### src/sv/tgss_pkg.sv
`default_nettype none
package tgss_pkg;

    localparam int POS_WIDTH = 16;
    localparam int FIELD_W = 16;
    localparam int CNT_BITS = POS_WIDTH + 1;
    localparam int SHIFT_W = $clog2(CNT_BITS);
    localparam int DIV_CNT_W = $clog2(CNT_BITS + 1);

    typedef enum logic [2:0] {
        S_IDLE,
        S_PREP,
        S_GCD,
        S_DIVX,
        S_DIVY,
        S_EMIT
    } t_state;

    typedef struct packed {
        logic capture;
        logic prep;
        logic gcd_step;
        logic gcd_load;
        logic div_step;
        logic div_next_y;
        logic div_end;
        logic commit;
    } t_dp_cmd;

    typedef struct packed {
        logic moving;
        logic gcd_done;
        logic null_move;
        logic div_done;
        logic out_free;
    } t_dp_sts;

endpackage
`default_nettype wire

### src/sv/tgss_cmd_if.sv
`default_nettype none
interface tgss_cmd_if;
    logic                                valid;
    logic                                ready;
    logic                                action;
    logic signed [tgss_pkg::FIELD_W-1:0] target_x;
    logic signed [tgss_pkg::FIELD_W-1:0] target_y;

    modport source (output valid, output action, output target_x, output target_y,
                    input ready);
    modport sink (input valid, input action, input target_x, input target_y,
                  output ready);
endinterface
`default_nettype wire

### src/sv/tgss_res_if.sv
`default_nettype none
interface tgss_res_if;
    logic                                valid;
    logic                                ready;
    logic                                step_x;
    logic                                step_y;
    logic                                dir_x;
    logic                                dir_y;
    logic                                busy_res;
    logic signed [tgss_pkg::FIELD_W-1:0] now_x;
    logic signed [tgss_pkg::FIELD_W-1:0] now_y;

    modport source (output valid, output step_x, output step_y, output dir_x,
                    output dir_y, output busy_res, output now_x, output now_y,
                    input ready);
    modport sink (input valid, input step_x, input step_y, input dir_x,
                  input dir_y, input busy_res, input now_x, input now_y,
                  output ready);
endinterface
`default_nettype wire

### src/sv/two_axis_gcd_step_sequencer.sv
// two-axis stepper sequencer along a gcd-reduced staircase
// i_cmd: input transfers with action (0 = move target, 1 = step tick) and
//   signed 16-bit targets; o_res: one result transfer per input transfer
//   with step pulses, direction bits, busy flag and current positions
// a move target is taken only while idle; while busy it is answered with
//   the current state and no step
// sequence: a tick or an ignored command goes from capture straight to the
//   emit state; a move command runs a setup state, the binary gcd loop
//   (one bit reduction per cycle) and two divisions on the one shared
//   restoring divider before it emits; a null move skips the divisions
// throughput: one item at a time, a new item is taken in the cycle after
//   the previous result is loaded into the output register
// a stalled receiver holds the result in the output register; the next
//   item is still taken and worked on, and its result waits until the
//   register drains
// reset: positions zero, both directions increasing, no move in progress,
//   output register empty
`default_nettype none
module two_axis_gcd_step_sequencer (
    input  wire logic  i_clk,
    input  wire logic  i_rst_n,
    tgss_cmd_if.sink   i_cmd,
    tgss_res_if.source o_res
);

    tgss_pkg::t_dp_cmd dp_cmd;
    tgss_pkg::t_dp_sts dp_sts;

    tgss_ctrl u_ctrl (
        .i_clk       (i_clk),
        .i_rst_n     (i_rst_n),
        .i_in_valid  (i_cmd.valid),
        .i_in_action (i_cmd.action),
        .o_in_ready  (i_cmd.ready),
        .i_sts       (dp_sts),
        .o_cmd       (dp_cmd)
    );

    tgss_dp u_dp (
        .i_clk       (i_clk),
        .i_rst_n     (i_rst_n),
        .i_cmd       (dp_cmd),
        .o_sts       (dp_sts),
        .i_action    (i_cmd.action),
        .i_target_x  (i_cmd.target_x),
        .i_target_y  (i_cmd.target_y),
        .i_out_ready (o_res.ready),
        .o_out_valid (o_res.valid),
        .o_step_x    (o_res.step_x),
        .o_step_y    (o_res.step_y),
        .o_dir_x     (o_res.dir_x),
        .o_dir_y     (o_res.dir_y),
        .o_busy_res  (o_res.busy_res),
        .o_now_x     (o_res.now_x),
        .o_now_y     (o_res.now_y)
    );

endmodule
`default_nettype wire

### src/sv/tgss_ctrl.sv
`default_nettype none
module tgss_ctrl (
    input  wire logic              i_clk,
    input  wire logic              i_rst_n,
    input  wire logic              i_in_valid,
    input  wire logic              i_in_action,
    output logic                   o_in_ready,
    input  wire tgss_pkg::t_dp_sts i_sts,
    output tgss_pkg::t_dp_cmd      o_cmd
);

    tgss_pkg::t_state r_state;
    tgss_pkg::t_state n_state;

    always_ff @(posedge i_clk) begin
        if (!i_rst_n) begin
            r_state <= tgss_pkg::S_IDLE;
        end else begin
            r_state <= n_state;
        end
    end

    always_comb begin
        n_state    = r_state;
        o_in_ready = 1'b0;
        o_cmd      = '0;
        unique case (r_state)
            tgss_pkg::S_IDLE: begin
                o_in_ready = 1'b1;
                if (i_in_valid) begin
                    o_cmd.capture = 1'b1;
                    if (!i_in_action && !i_sts.moving) begin
                        n_state = tgss_pkg::S_PREP;
                    end else begin
                        n_state = tgss_pkg::S_EMIT;
                    end
                end
            end
            tgss_pkg::S_PREP: begin
                o_cmd.prep = 1'b1;
                n_state    = tgss_pkg::S_GCD;
            end
            tgss_pkg::S_GCD: begin
                if (i_sts.gcd_done) begin
                    o_cmd.gcd_load = 1'b1;
                    if (i_sts.null_move) begin
                        n_state = tgss_pkg::S_EMIT;
                    end else begin
                        n_state = tgss_pkg::S_DIVX;
                    end
                end else begin
                    o_cmd.gcd_step = 1'b1;
                end
            end
            tgss_pkg::S_DIVX: begin
                if (i_sts.div_done) begin
                    o_cmd.div_next_y = 1'b1;
                    n_state          = tgss_pkg::S_DIVY;
                end else begin
                    o_cmd.div_step = 1'b1;
                end
            end
            tgss_pkg::S_DIVY: begin
                if (i_sts.div_done) begin
                    o_cmd.div_end = 1'b1;
                    n_state       = tgss_pkg::S_EMIT;
                end else begin
                    o_cmd.div_step = 1'b1;
                end
            end
            tgss_pkg::S_EMIT: begin
                if (i_sts.out_free) begin
                    o_cmd.commit = 1'b1;
                    n_state      = tgss_pkg::S_IDLE;
                end
            end
            default: begin
                n_state = tgss_pkg::S_IDLE;
            end
        endcase
    end

endmodule
`default_nettype wire

### src/sv/tgss_dp.sv
`default_nettype none
module tgss_dp (
    input  wire logic                                i_clk,
    input  wire logic                                i_rst_n,
    input  wire tgss_pkg::t_dp_cmd                   i_cmd,
    output tgss_pkg::t_dp_sts                        o_sts,
    input  wire logic                                i_action,
    input  wire logic signed [tgss_pkg::FIELD_W-1:0] i_target_x,
    input  wire logic signed [tgss_pkg::FIELD_W-1:0] i_target_y,
    input  wire logic                                i_out_ready,
    output logic                                     o_out_valid,
    output logic                                     o_step_x,
    output logic                                     o_step_y,
    output logic                                     o_dir_x,
    output logic                                     o_dir_y,
    output logic                                     o_busy_res,
    output logic signed [tgss_pkg::FIELD_W-1:0]      o_now_x,
    output logic signed [tgss_pkg::FIELD_W-1:0]      o_now_y
);

    localparam int PW = tgss_pkg::POS_WIDTH;
    localparam int CW = tgss_pkg::CNT_BITS;
    localparam int FW = tgss_pkg::FIELD_W;

    // captured item
    logic                 r_act;
    logic signed [FW-1:0] r_tx;
    logic signed [FW-1:0] r_ty;

    // move setup
    logic [CW-1:0] r_cx;
    logic [CW-1:0] r_cy;
    logic          r_dxp;
    logic          r_dyn;
    logic          r_dyp;

    // gcd unit
    logic [CW-1:0]                    r_ga;
    logic [CW-1:0]                    r_gb;
    logic [tgss_pkg::SHIFT_W-1:0]     r_gk;
    logic [CW-1:0]                    r_g;

    // shared divider
    logic [CW-1:0]                    r_rem;
    logic [CW-1:0]                    r_quo;
    logic [tgss_pkg::DIV_CNT_W-1:0]   r_dcnt;
    logic [CW-1:0]                    r_mx_new;
    logic [CW-1:0]                    r_my_new;

    // sequencer state
    logic [PW-1:0] r_pos_x;
    logic [PW-1:0] r_pos_y;
    logic          r_dir_x;
    logic          r_dir_y;
    logic [CW-1:0] r_rounds;
    logic [CW-1:0] r_mult_x;
    logic [CW-1:0] r_mult_y;
    logic [CW-1:0] r_burst;
    logic          r_phase_x;
    logic          r_moving;

    logic [PW-1:0] n_pos_x;
    logic [PW-1:0] n_pos_y;
    logic          n_dir_x;
    logic          n_dir_y;
    logic [CW-1:0] n_rounds;
    logic [CW-1:0] n_mult_x;
    logic [CW-1:0] n_mult_y;
    logic [CW-1:0] n_burst;
    logic          n_phase_x;
    logic          n_moving;
    logic          n_sx;
    logic          n_sy;

    // output register
    logic                 r_out_valid;
    logic                 r_o_step_x;
    logic                 r_o_step_y;
    logic                 r_o_dir_x;
    logic                 r_o_dir_y;
    logic                 r_o_busy;
    logic signed [FW-1:0] r_o_now_x;
    logic signed [FW-1:0] r_o_now_y;

    // axis counts
    logic [PW-1:0]      tgt_x;
    logic [PW-1:0]      tgt_y;
    logic signed [PW:0] d_x;
    logic signed [PW:0] d_y;
    logic [CW-1:0]      abs_x;
    logic [CW-1:0]      abs_y;

    always_comb begin
        tgt_x = PW'(r_tx);
        tgt_y = PW'(r_ty);
        d_x   = $signed({tgt_x[PW-1], tgt_x}) - $signed({r_pos_x[PW-1], r_pos_x});
        d_y   = $signed({tgt_y[PW-1], tgt_y}) - $signed({r_pos_y[PW-1], r_pos_y});
        abs_x = d_x[PW] ? CW'(-d_x) : CW'(d_x);
        abs_y = d_y[PW] ? CW'(-d_y) : CW'(d_y);
    end

    // binary gcd step
    logic          gcd_done;
    logic [CW-1:0] gcd_val;
    logic [CW-1:0] n_ga;
    logic [CW-1:0] n_gb;
    logic [tgss_pkg::SHIFT_W-1:0] n_gk;

    always_comb begin
        gcd_done = (r_ga == '0) || (r_gb == '0) || (r_ga == r_gb);
        gcd_val  = ((r_ga == '0) ? r_gb : r_ga) << r_gk;
        n_ga     = r_ga;
        n_gb     = r_gb;
        n_gk     = r_gk;
        if (!r_ga[0] && !r_gb[0]) begin
            n_ga = r_ga >> 1;
            n_gb = r_gb >> 1;
            n_gk = r_gk + 1'b1;
        end else if (!r_ga[0]) begin
            n_ga = r_ga >> 1;
        end else if (!r_gb[0]) begin
            n_gb = r_gb >> 1;
        end else if (r_ga > r_gb) begin
            n_ga = (r_ga - r_gb) >> 1;
        end else begin
            n_gb = (r_gb - r_ga) >> 1;
        end
    end

    // restoring division step
    logic [CW:0]   div_trial;
    logic [CW:0]   div_diff;
    logic          div_ge;
    logic [CW-1:0] n_rem;
    logic [CW-1:0] n_quo;

    always_comb begin
        div_trial = {r_rem, r_quo[CW-1]};
        div_diff  = div_trial - {1'b0, r_g};
        div_ge    = div_trial >= {1'b0, r_g};
        n_rem     = div_ge ? div_diff[CW-1:0] : div_trial[CW-1:0];
        n_quo     = {r_quo[CW-2:0], div_ge};
    end

    // result of one item
    logic is_cmd;
    logic is_tick;
    logic do_settle;

    always_comb begin
        n_pos_x   = r_pos_x;
        n_pos_y   = r_pos_y;
        n_dir_x   = r_dir_x;
        n_dir_y   = r_dir_y;
        n_rounds  = r_rounds;
        n_mult_x  = r_mult_x;
        n_mult_y  = r_mult_y;
        n_burst   = r_burst;
        n_phase_x = r_phase_x;
        n_moving  = r_moving;
        n_sx      = 1'b0;
        n_sy      = 1'b0;
        do_settle = 1'b0;
        is_cmd    = !r_act && !r_moving;
        is_tick   = r_act && r_moving && (r_burst != '0);
        if (is_cmd) begin
            if (r_cx == '0) begin
                n_dir_y = !r_dyn;
            end else begin
                n_dir_x = r_dxp;
                if (r_cy != '0) begin
                    n_dir_y = r_dyp;
                end
            end
            if ((r_cx != '0) || (r_cy != '0)) begin
                n_rounds  = r_g;
                n_mult_x  = r_mx_new;
                n_mult_y  = r_my_new;
                n_phase_x = 1'b0;
                n_burst   = r_my_new;
                n_moving  = 1'b1;
                do_settle = 1'b1;
            end
        end else if (is_tick) begin
            if (r_phase_x) begin
                n_sx    = 1'b1;
                n_pos_x = r_dir_x ? r_pos_x + 1'b1 : r_pos_x - 1'b1;
            end else begin
                n_sy    = 1'b1;
                n_pos_y = r_dir_y ? r_pos_y + 1'b1 : r_pos_y - 1'b1;
            end
            n_burst   = r_burst - 1'b1;
            do_settle = 1'b1;
        end
        // skip empty or finished bursts
        if (do_settle) begin
            for (int k = 0; k < 4; k++) begin
                if (n_moving && (n_burst == '0)) begin
                    if (!n_phase_x) begin
                        n_phase_x = 1'b1;
                        n_burst   = n_mult_x;
                    end else begin
                        if (n_rounds != '0) begin
                            n_rounds = n_rounds - 1'b1;
                        end
                        if (n_rounds == '0) begin
                            n_moving = 1'b0;
                        end else begin
                            n_phase_x = 1'b0;
                            n_burst   = n_mult_y;
                        end
                    end
                end
            end
        end
    end

    always_ff @(posedge i_clk) begin
        if (!i_rst_n) begin
            r_pos_x     <= '0;
            r_pos_y     <= '0;
            r_dir_x     <= 1'b1;
            r_dir_y     <= 1'b1;
            r_rounds    <= '0;
            r_mult_x    <= '0;
            r_mult_y    <= '0;
            r_burst     <= '0;
            r_phase_x   <= 1'b0;
            r_moving    <= 1'b0;
            r_out_valid <= 1'b0;
        end else begin
            if (i_cmd.commit) begin
                r_pos_x     <= n_pos_x;
                r_pos_y     <= n_pos_y;
                r_dir_x     <= n_dir_x;
                r_dir_y     <= n_dir_y;
                r_rounds    <= n_rounds;
                r_mult_x    <= n_mult_x;
                r_mult_y    <= n_mult_y;
                r_burst     <= n_burst;
                r_phase_x   <= n_phase_x;
                r_moving    <= n_moving;
                r_out_valid <= 1'b1;
            end else if (i_out_ready) begin
                r_out_valid <= 1'b0;
            end
        end
    end

    always_ff @(posedge i_clk) begin
        if (i_cmd.capture) begin
            r_act <= i_action;
            r_tx  <= i_target_x;
            r_ty  <= i_target_y;
        end
        if (i_cmd.prep) begin
            r_cx  <= abs_x;
            r_cy  <= abs_y;
            r_dxp <= !d_x[PW] && (d_x != '0);
            r_dyn <= d_y[PW];
            r_dyp <= !d_y[PW] && (d_y != '0);
            r_ga  <= abs_x;
            r_gb  <= abs_y;
            r_gk  <= '0;
        end
        if (i_cmd.gcd_step) begin
            r_ga <= n_ga;
            r_gb <= n_gb;
            r_gk <= n_gk;
        end
        if (i_cmd.gcd_load) begin
            r_g    <= gcd_val;
            r_rem  <= '0;
            r_quo  <= r_cx;
            r_dcnt <= tgss_pkg::DIV_CNT_W'(CW);
        end
        if (i_cmd.div_step) begin
            r_rem  <= n_rem;
            r_quo  <= n_quo;
            r_dcnt <= r_dcnt - 1'b1;
        end
        if (i_cmd.div_next_y) begin
            r_mx_new <= r_quo;
            r_rem    <= '0;
            r_quo    <= r_cy;
            r_dcnt   <= tgss_pkg::DIV_CNT_W'(CW);
        end
        if (i_cmd.div_end) begin
            r_my_new <= r_quo;
        end
        if (i_cmd.commit) begin
            r_o_step_x <= n_sx;
            r_o_step_y <= n_sy;
            r_o_dir_x  <= n_dir_x;
            r_o_dir_y  <= n_dir_y;
            r_o_busy   <= n_moving;
            r_o_now_x  <= FW'($signed(n_pos_x));
            r_o_now_y  <= FW'($signed(n_pos_y));
        end
    end

    always_comb begin
        o_sts.moving    = r_moving;
        o_sts.gcd_done  = gcd_done;
        o_sts.null_move = (r_cx == '0) && (r_cy == '0);
        o_sts.div_done  = (r_dcnt == '0);
        o_sts.out_free  = !r_out_valid || i_out_ready;
    end

    assign o_out_valid = r_out_valid;
    assign o_step_x    = r_o_step_x;
    assign o_step_y    = r_o_step_y;
    assign o_dir_x     = r_o_dir_x;
    assign o_dir_y     = r_o_dir_y;
    assign o_busy_res  = r_o_busy;
    assign o_now_x     = r_o_now_x;
    assign o_now_y     = r_o_now_y;

endmodule
`default_nettype wire
### src/flat_wrapper.sv
// flat-port wrapper written by rule: the top's interface ports become plain ports
module two_axis_gcd_step_sequencer_flat 
  (i_clk, i_rst_n, i_cmd_valid, i_cmd_action, i_cmd_target_x, i_cmd_target_y, i_cmd_ready, o_res_valid, o_res_step_x, o_res_step_y, o_res_dir_x, o_res_dir_y, o_res_busy_res, o_res_now_x, o_res_now_y, o_res_ready);
  tgss_cmd_if i_cmd_i ();
  tgss_res_if o_res_i ();
  input  wire logic i_clk;
  input  wire logic i_rst_n;
  input wire logic [$bits(i_cmd_i.valid)-1:0] i_cmd_valid;
  input wire logic [$bits(i_cmd_i.action)-1:0] i_cmd_action;
  input wire logic [$bits(i_cmd_i.target_x)-1:0] i_cmd_target_x;
  input wire logic [$bits(i_cmd_i.target_y)-1:0] i_cmd_target_y;
  output wire logic [$bits(i_cmd_i.ready)-1:0] i_cmd_ready;
  output wire logic [$bits(o_res_i.valid)-1:0] o_res_valid;
  output wire logic [$bits(o_res_i.step_x)-1:0] o_res_step_x;
  output wire logic [$bits(o_res_i.step_y)-1:0] o_res_step_y;
  output wire logic [$bits(o_res_i.dir_x)-1:0] o_res_dir_x;
  output wire logic [$bits(o_res_i.dir_y)-1:0] o_res_dir_y;
  output wire logic [$bits(o_res_i.busy_res)-1:0] o_res_busy_res;
  output wire logic [$bits(o_res_i.now_x)-1:0] o_res_now_x;
  output wire logic [$bits(o_res_i.now_y)-1:0] o_res_now_y;
  input wire logic [$bits(o_res_i.ready)-1:0] o_res_ready;
  assign i_cmd_i.valid = i_cmd_valid;
  assign i_cmd_i.action = i_cmd_action;
  assign i_cmd_i.target_x = i_cmd_target_x;
  assign i_cmd_i.target_y = i_cmd_target_y;
  assign i_cmd_ready = i_cmd_i.ready;
  assign o_res_valid = o_res_i.valid;
  assign o_res_step_x = o_res_i.step_x;
  assign o_res_step_y = o_res_i.step_y;
  assign o_res_dir_x = o_res_i.dir_x;
  assign o_res_dir_y = o_res_i.dir_y;
  assign o_res_busy_res = o_res_i.busy_res;
  assign o_res_now_x = o_res_i.now_x;
  assign o_res_now_y = o_res_i.now_y;
  assign o_res_i.ready = o_res_ready;
  two_axis_gcd_step_sequencer u_core (.i_clk(i_clk), .i_rst_n(i_rst_n), .i_cmd(i_cmd_i), .o_res(o_res_i));
endmodule
### config.mk
export PLATFORM = sky130hd
export DESIGN_NAME = two_axis_gcd_step_sequencer_flat
export DESIGN_NICKNAME = d
export VERILOG_FILES = /design/src/sv/tgss_pkg.sv /design/src/sv/tgss_cmd_if.sv /design/src/sv/tgss_res_if.sv /design/src/sv/two_axis_gcd_step_sequencer.sv /design/src/sv/tgss_ctrl.sv /design/src/sv/tgss_dp.sv /design/src/flat_wrapper.sv
export SDC_FILE = /design/constraint.sdc
export NUM_CORES = 1
export LEC_CHECK = 0
export ABC_AREA = 1
export BUFFER_PORTS_ARGS = -buffer_cell sky130_fd_sc_hd__buf_4
export CORE_ASPECT_RATIO = 2
export CORE_UTILIZATION = 30
export CTS_CLUSTER_DIAMETER = 40
export DETAILED_ROUTE_END_ITERATION = 6
export HOLD_SLACK_MARGIN = 0.05
export PLACE_DENSITY = 0.46
export SYNTH_ARGS = -nofsm -noshare
export SYNTH_HDL_FRONTEND = slang
export SYNTH_SLANG_ARGS = --single-unit
### constraint.sdc
create_clock -name i_clk -period 19.9 [get_ports i_clk]
set_clock_uncertainty 0.1 [all_clocks]
set_input_delay 3.98 -clock i_clk [delete_from_list [all_inputs] [get_ports i_clk]]
set_output_delay 3.98 -clock i_clk [all_outputs]
set_load 0.02 [all_outputs]
# Yosys cells after proc, flatten, opt, wreduce, memory -nomap -nowiden
# Index checks and enable logic that the tools add are counted.
[classes]
n_shift = 1
muxes = 157
eq_ne = 16
order_cmp = 2
add_sub_neg = 18
reduce_logical = 59
bitwise = 1
[op_table]
columns = ["op", "count"]
rows = [
  ["2-to-1 mux 17 bit", 74],
  ["logical NOT 17 bit", 12],
  ["nonzero test 17 bit", 9],
  ["2-to-1 mux 16 bit", 8],
  ["subtractor 17 x 1 -> 17 bit (second input constant)", 5],
  ["2-to-1 mux 1 bit", 61],
  ["subtractor 17 bit", 3],
  ["negation 17 bit", 2],
  ["subtractor 16 x 16 -> 17 bit", 2],
  ["adder 16 x 1 -> 16 bit (second input constant)", 2],
  ["subtractor 16 x 1 -> 16 bit (second input constant)", 2],
  ["2-to-1 mux 5 bit", 5],
  ["2-to-1 mux 3 bit", 7],
  [">= comparator 18 x 17 -> 1 bit", 1],
  ["case mux 3 bit (6 select lines)", 1],
  ["equality test 17 bit", 1],
  ["> comparator 17 bit", 1],
  ["left shift 17 x 5 -> 17 bit", 1],
  ["logical AND 1 bit", 12],
  ["inequality test 4 bit (second input constant)", 3],
  ["logical NOT 1 bit", 9],
  ["equality test 3 x 2 -> 1 bit (second input constant)", 2],
  ["equality test 3 bit (second input constant)", 2],
  ["inequality test 2 x 1 -> 1 bit (second input constant)", 3],
  ["other kinds (16)", 26],
]
[word_totals]
elab_cells = 292
reg_bits = 344
in_bits = 37
out_inout_bits = 39

# Logic depth before layout (Yosys ltp)
[depth]
depth_word = 41
ltp_mapped = 65
ltp_nobuf = 62

# Cells and area by module
# From an unflattened synthesis, not the netlist that was laid out.
[hier_totals]
hier_cells = 4099
area_unflattened_um2 = 27739.1
[modules_own_cells]
columns = ["module", "instances", "cells_per_inst", "area_per_inst_um2", "seq_area_each_um2"]
rows = [
  ["tgss_dp", 1, 4041, 27396.3, 8968.6],
  ["tgss_ctrl", 1, 58, 342.8, 60.1],
]

# Worst setup path before layout
# Ideal clock, no wire load.
[synth_path]
kind = "reg2reg"
from = "register u_core.u_dp.r_cy[14]"
to = "register u_core.u_dp.r_o_busy, in the netlist u_core.u_dp.o_busy_res, data pin"
arrival_time_ps = 6037
required_time_ps = 19546
setup_ps = 254
synth_period_minus_slack_ps = 6391
path_slack_ps = 13509
stages_incl_launch_ff = 58
path_buffers = 6
path_cell_list = "edfxtp_1 nor2_1 nand2_1 nor2_2 inv_1 nor2_2 nand2_4 nand2_4 buf_6 nand2_2 nand2_4 ha_1 nand3_1 nor2_1 nand2_1 nand2_1 nand2_1 o21ai_1 [... 22 more ...] nand2_1 nand3_1 nand2_1 nand2_1 nand2_1 nor2_1 nand2_1 nor2_4 nand2_4 buf_6 nand2_1 nand3_1 nor2_1 nand3_1 nor2_2 nand3_1 nand3_2 nand2_1"
[synth_via]
elab_chain_len = 38
elab_cells_between_ends = 101
classes_between = "add/sub (4); mux (79); reduce/logical (18)"
[synth_lines]
columns = ["item", "line_no", "source"]
rows = [
  ["start: declaration", "tgss_dp.sv:32", "logic [CW-1:0] r_cy;"],
  ["start signal: assignment", "tgss_dp.sv:258", "r_cy <= abs_y;"],
  ["nonzero test 17 bit *", "tgss_dp.sv:175", "if ((r_cx != '0) || (r_cy != '0)) begin"],
  ["logical OR 1 bit *", "tgss_dp.sv:175", ""],
  ["2-to-1 mux 17 bit", "tgss_dp.sv:175", ""],
  ["2-to-1 mux 17 bit", "tgss_dp.sv:166", "if (is_cmd) begin"],
  ["subtractor 17 x 1 -> 17 bit or nonzero test 17 bit (tied branches)", "tgss_dp.sv:204, tgss_dp.sv:203", ""],
  ["2-to-1 mux 17 bit", "tgss_dp.sv:203", "if (n_rounds != '0) begin"],
  ["2-to-1 mux 17 bit", "tgss_dp.sv:199", "if (!n_phase_x) begin"],
  ["2-to-1 mux 17 bit", "tgss_dp.sv:198", "if (n_moving && (n_burst == '0)) begin"],
  ["[... 23 more ...]", "n/a", ""],
  ["2-to-1 mux 17 bit", "tgss_dp.sv:198", ""],
  ["2-to-1 mux 17 bit", "tgss_dp.sv:196", "if (do_settle) begin"],
  ["logical NOT 17 bit", "tgss_dp.sv:206", "if (n_rounds == '0) begin"],
  ["2-to-1 mux 1 bit", "tgss_dp.sv:206", ""],
  ["2-to-1 mux 1 bit", "tgss_dp.sv:199", ""],
  ["2-to-1 mux 1 bit", "tgss_dp.sv:198", ""],
  ["2-to-1 mux 1 bit *", "tgss_dp.sv:196", ""],
  ["named net u_core.u_dp.n_moving", "tgss_dp.sv:71", "logic n_moving;"],
  ["end signal: assignment", "tgss_dp.sv:296", "r_o_busy <= n_moving;"],
  ["end: declaration", "tgss_dp.sv:81", "logic r_o_busy;"],
]
# Mark *: on every way through the listed nets, which the timed path passes. The rest lies on a longest branch. The select of a mux whose other input is x is not followed.
# A chain may end at the register's enable or synchronous reset.

# Final worst setup path
[layout_path]
from = "register u_core.u_dp.r_cy[2]"
to = "register u_core.u_dp.r_o_busy, in the netlist u_core.u_dp.o_busy_res, data pin"
# The elaborated chain is that of the path after synthesis.

==> flow_summary_export.csv <==
group,metric,value,unit
status,outcome,"complete, no violations",
route,wl_per_cell,21.14,um
finish,finalNonFillerCells,5231,
finish,drive_above_1_share,0.08552,
placed_design,dpl.hpwl,89760,um
worst_setup_path,r2r_cells,49,
synthesis,synth_edf_count,214,
clock_tree,htreeDepth,2,
route,wl,110600,um
pwr,switching_share,0.5103,
pwr,fin_total_pwr,4.587,mW
die,die_h,429.0,um
job,cap_violations,0,
die,fp.dieArea,92470,sq um
finish,n_antenna_cell,0,
synthesis,syn_inst,4000,
die,top_level_ports,76,
placed_design,port_buffers,75,
finish,nFillCells,9848,
finish,area_growth,11.23,%
grt,grt_pass1_wl,162700,um
worst_hold_path,hold_path.class,"reg -> reg",
route,via_per_inst,4.992,
clock_tree,cts_setup_buffers,0,
route,first_pass_iters,5,
worst_setup_path,end_kind,"flop",
clock_tree,cts_buffers,46,
die,rows,156,
grt,grt_use_met1,0.1966,
synthesis,ys_seq_area_frac,0.3301,
timing,slew_viol_final,0,
worst_setup_path,critPathMaxStageDelay,610,ps
synthesis,synthArstFlopShare,0,
route,drcViolationCount,0,
worst_setup_path,path_class,"reg -> reg",
pwr,power_switching,2.341,mW
grt,gr-usage-met2,0.4759,
pwr,seqPwrFrac,0.266,
route,drtIter0Drc,1305,
placed_design,dp_slack,10410,ps
die,chipWidth,215.5,um
clock_tree,cts_tree,"built",
timing,hold_violations,0,
worst_setup_path,required,20180,ps
placed_design,place_congestion,0.9632,
clock_tree,cts-resized-gates,0,
synthesis,synth_warnings,0,
timing,period_minus_slack,9655,ps
timing,setup_tns,0,ps
timing,rsz0062_at_grt,"no",
pwr,combPwrFrac,0.551,
synthesis,synth_flop_cell,"edfxtp_1",
timing,fin_ws,10240,ps
die,core_area,90370,sq um
worst_setup_path,worstPathArrival,9930,ps
finish,fin_nets,4176,
pwr,vdd_drop_max,0.07125,mV
grt,grt.busiest_layer,"met2",
timing,fmax,103.6,MHz
pwr,p_int,2.246,mW
synthesis,synth.avg_cell_area,6.839,sq um
grt,grt_overflow,0,
synthesis,ys_types,60,
clock_tree,cts_max_path_buffers,3,
grt,antenna_found_initial,1,
synthesis,synth_nets,4166,
synthesis,netlist_area,27350,sq um
worst_hold_path,whs_path_depth,2,
clock_tree,path_clk_slew,60,ps
worst_setup_path,cp_max_fo,58,
timing,finalSetupViolations,0,
placed_design,place_inst,5147,
clock_tree,clkSinkCount,344,
clock_tree,clk_latency,630,ps
route,detail-route-antenna-nets,0,
pwr,p_per_area,150.7,nW/um^2
grt,grtUsageMet3,0.02451,
synthesis,ys_ff_latch,344,
clock_tree,cts-root-buf,"clkbuf_16",
die,initial_core_util,0.3027,
grt,first_global_vias,26633,
timing,fin_crit_sh,0.4852,
pwr,p_leak,14.15,nW
clock_tree,ctsHoldBuffers,0,
grt,grt_max_degree,86,
worst_setup_path,cp_slowest_cell,"nand2_4",
timing,maxSlewHeadroom,0.2351,
worst_setup_path,cp-start-kind,"flop",
grt,grt_usage,0.2357,
pwr,pwr-share-clk,0.184,
timing,fin_hold_ws,384.3,ps
worst_setup_path,crit_path_frequent_cell,"nand2_1",
route,num_vias,26113,
timing,tightest_slew,1143,ps
==> worst max-delay path, delay by kind of cell, from the launching register on <==
kind	cells	cell delay (ps)
AO/OA/AOI/OAI	4	1200
AND/OR/NAND/NOR	40	7030
flip-flops	1	400
adder cells (fa/ha/maj)	2	380
buffers and inverters	3	210
==> per-stage QoR <==
stage / util / area, sq um
after global routing: 0.3367 / 30430
after CTS: 0.3367 / 30430
after detailed placement: 0.3200 / 28920
final: 0.3367 / 30430
after floorplan: - / 27360
after global placement: 0.3200 / 28920
==> cells by family (layout without fill, tap and decap cells) <==
group,after synthesis,count (layout),share of synthesized area
compound gates,734,734,0.1481
xor+xnor,130,130,0.04162
fa+ha+maj,129,129,0.06092
buf+inv,672,718,0.1001
flops,344,344,0.3301
mux,4,4,0.001464
simple gates,1987,1987,0.3177
==> registers in the layout, summed over array words and instances, names as in the netlist, 16 cells and up <==
| register | cells |
|---|---|
| u_core.u_dp.r_g | 17 |
| u_core.u_dp.r_gb | 17 |
| u_core.u_dp.r_tx | 16 |
| u_core.u_dp.r_rem | 17 |
| u_core.u_dp.r_cy | 17 |
| u_core.u_dp.r_quo | 17 |
| u_core.u_dp.o_now_y | 16 |
| u_core.u_dp.r_burst | 17 |
| u_core.u_dp.r_my_new | 17 |
| u_core.u_dp.r_pos_y | 16 |
| u_core.u_dp.r_mult_y | 17 |
| u_core.u_dp.r_ga | 17 |
| u_core.u_dp.r_ty | 16 |
| u_core.u_dp.r_cx | 17 |
| u_core.u_dp.r_pos_x | 16 |
| u_core.u_dp.r_rounds | 17 |
| u_core.u_dp.r_mx_new | 17 |
| u_core.u_dp.r_mult_x | 17 |
| u_core.u_dp.o_now_x | 16 |
==> placed cells by master, fill, tap and decap left out, drive strengths merged, types with 11 or more instances in the layout <==
cell type,netlist,routed
o21bai,15,15
a21oi,249,249
clkinv,6,15
xor2,99,99
o21ai,342,342
buf,52,105
nor2,400,400
nor3,22,22
nand4,44,44
a31oi,14,14
dfxtp,130,130
ha,122,122
o22ai,15,15
inv,523,538
nand2,1206,1206
nand3b,26,26
clkbuf,91,54
o211ai,35,35
nand3,265,265
xnor2,31,31
edfxtp,214,214
o221ai,11,11
==> Yosys cell counts (17+ instances only) <==
cell type / count / area (sq um)
nand3_1: 249 / 1246
inv_1: 507 / 1903
nor2_1: 345 / 1295
nor3_1: 22 / 110.1
nand3b_1: 26 / 195.2
nand2_1: 1151 / 4320
xor2_1: 99 / 867.1
nor2_4: 22 / 247.7
nand4_1: 42 / 262.8
clkbuf_1: 91 / 341.6
o21ai_1: 17 / 85.08
nor2_2: 31 / 193.9
edfxtp_1: 214 / 6426
o211ai_1: 35 / 262.8
nand2_2: 44 / 275.3
dfxtp_1: 130 / 2603
o21ai_0: 320 / 1602
a21oi_1: 249 / 1246
ha_1: 122 / 1526
xnor2_1: 31 / 271.5
==> per-layer routing <==
metal / routed length (um) / part of all wire / vias to the layer above
met3: 3354 / 0.030 / 346
met1: 34410 / 0.31 / 12003
met4: 10860 / 0.098 / 2
met2: 61950 / 0.56 / 681
met5: 17 / 0.00015 / -
li1: - / - / 13081
==> power groups by stage <==
stage	registers [mW]	logic (mW)	clock network, mW
2_1_floorplan	1.15	1.67	0
3_3_place_gp	1.23	2.52	0
3_5_place_dp	1.23	2.52	0
4_1_cts	1.22	2.53	0.867
5_1_grt	1.23	2.76	0.883
6_report	1.22	2.53	0.842
==> final timing paths <==
kind	start	endpoint	slack, ps
hold / removal	u_core.u_dp.r_dcnt[4]$_SDFFE_PP1P_	u_core.u_dp.r_dcnt[4]$_SDFFE_PP1P_	380
setup / recovery	u_core.u_dp.r_cy[2]$_DFFE_PP_	u_core.u_dp.o_busy_res$_DFFE_PP_	10240
setup reg to reg	u_core.u_dp.r_cy[2]$_DFFE_PP_	u_core.u_dp.o_busy_res$_DFFE_PP_	10240
hold reg to reg	u_core.u_dp.r_dcnt[4]$_SDFFE_PP1P_	u_core.u_dp.r_dcnt[4]$_SDFFE_PP1P_	380
==> cell type report <==
type                            count  area (sq um)  area share
Clock buffer                       54          1191     0.03915
Clock inverter                     30         317.8     0.01044
Tap cell                         1185          1483     0.04873
Inverter                          529          1987     0.06530
Timing Repair Buffer              105         788.3     0.02591
Sequential cell                   344          9029      0.2967
Multi-Input combinational cell   2984         15630      0.5138
Power figures use the tool's default switching activity.
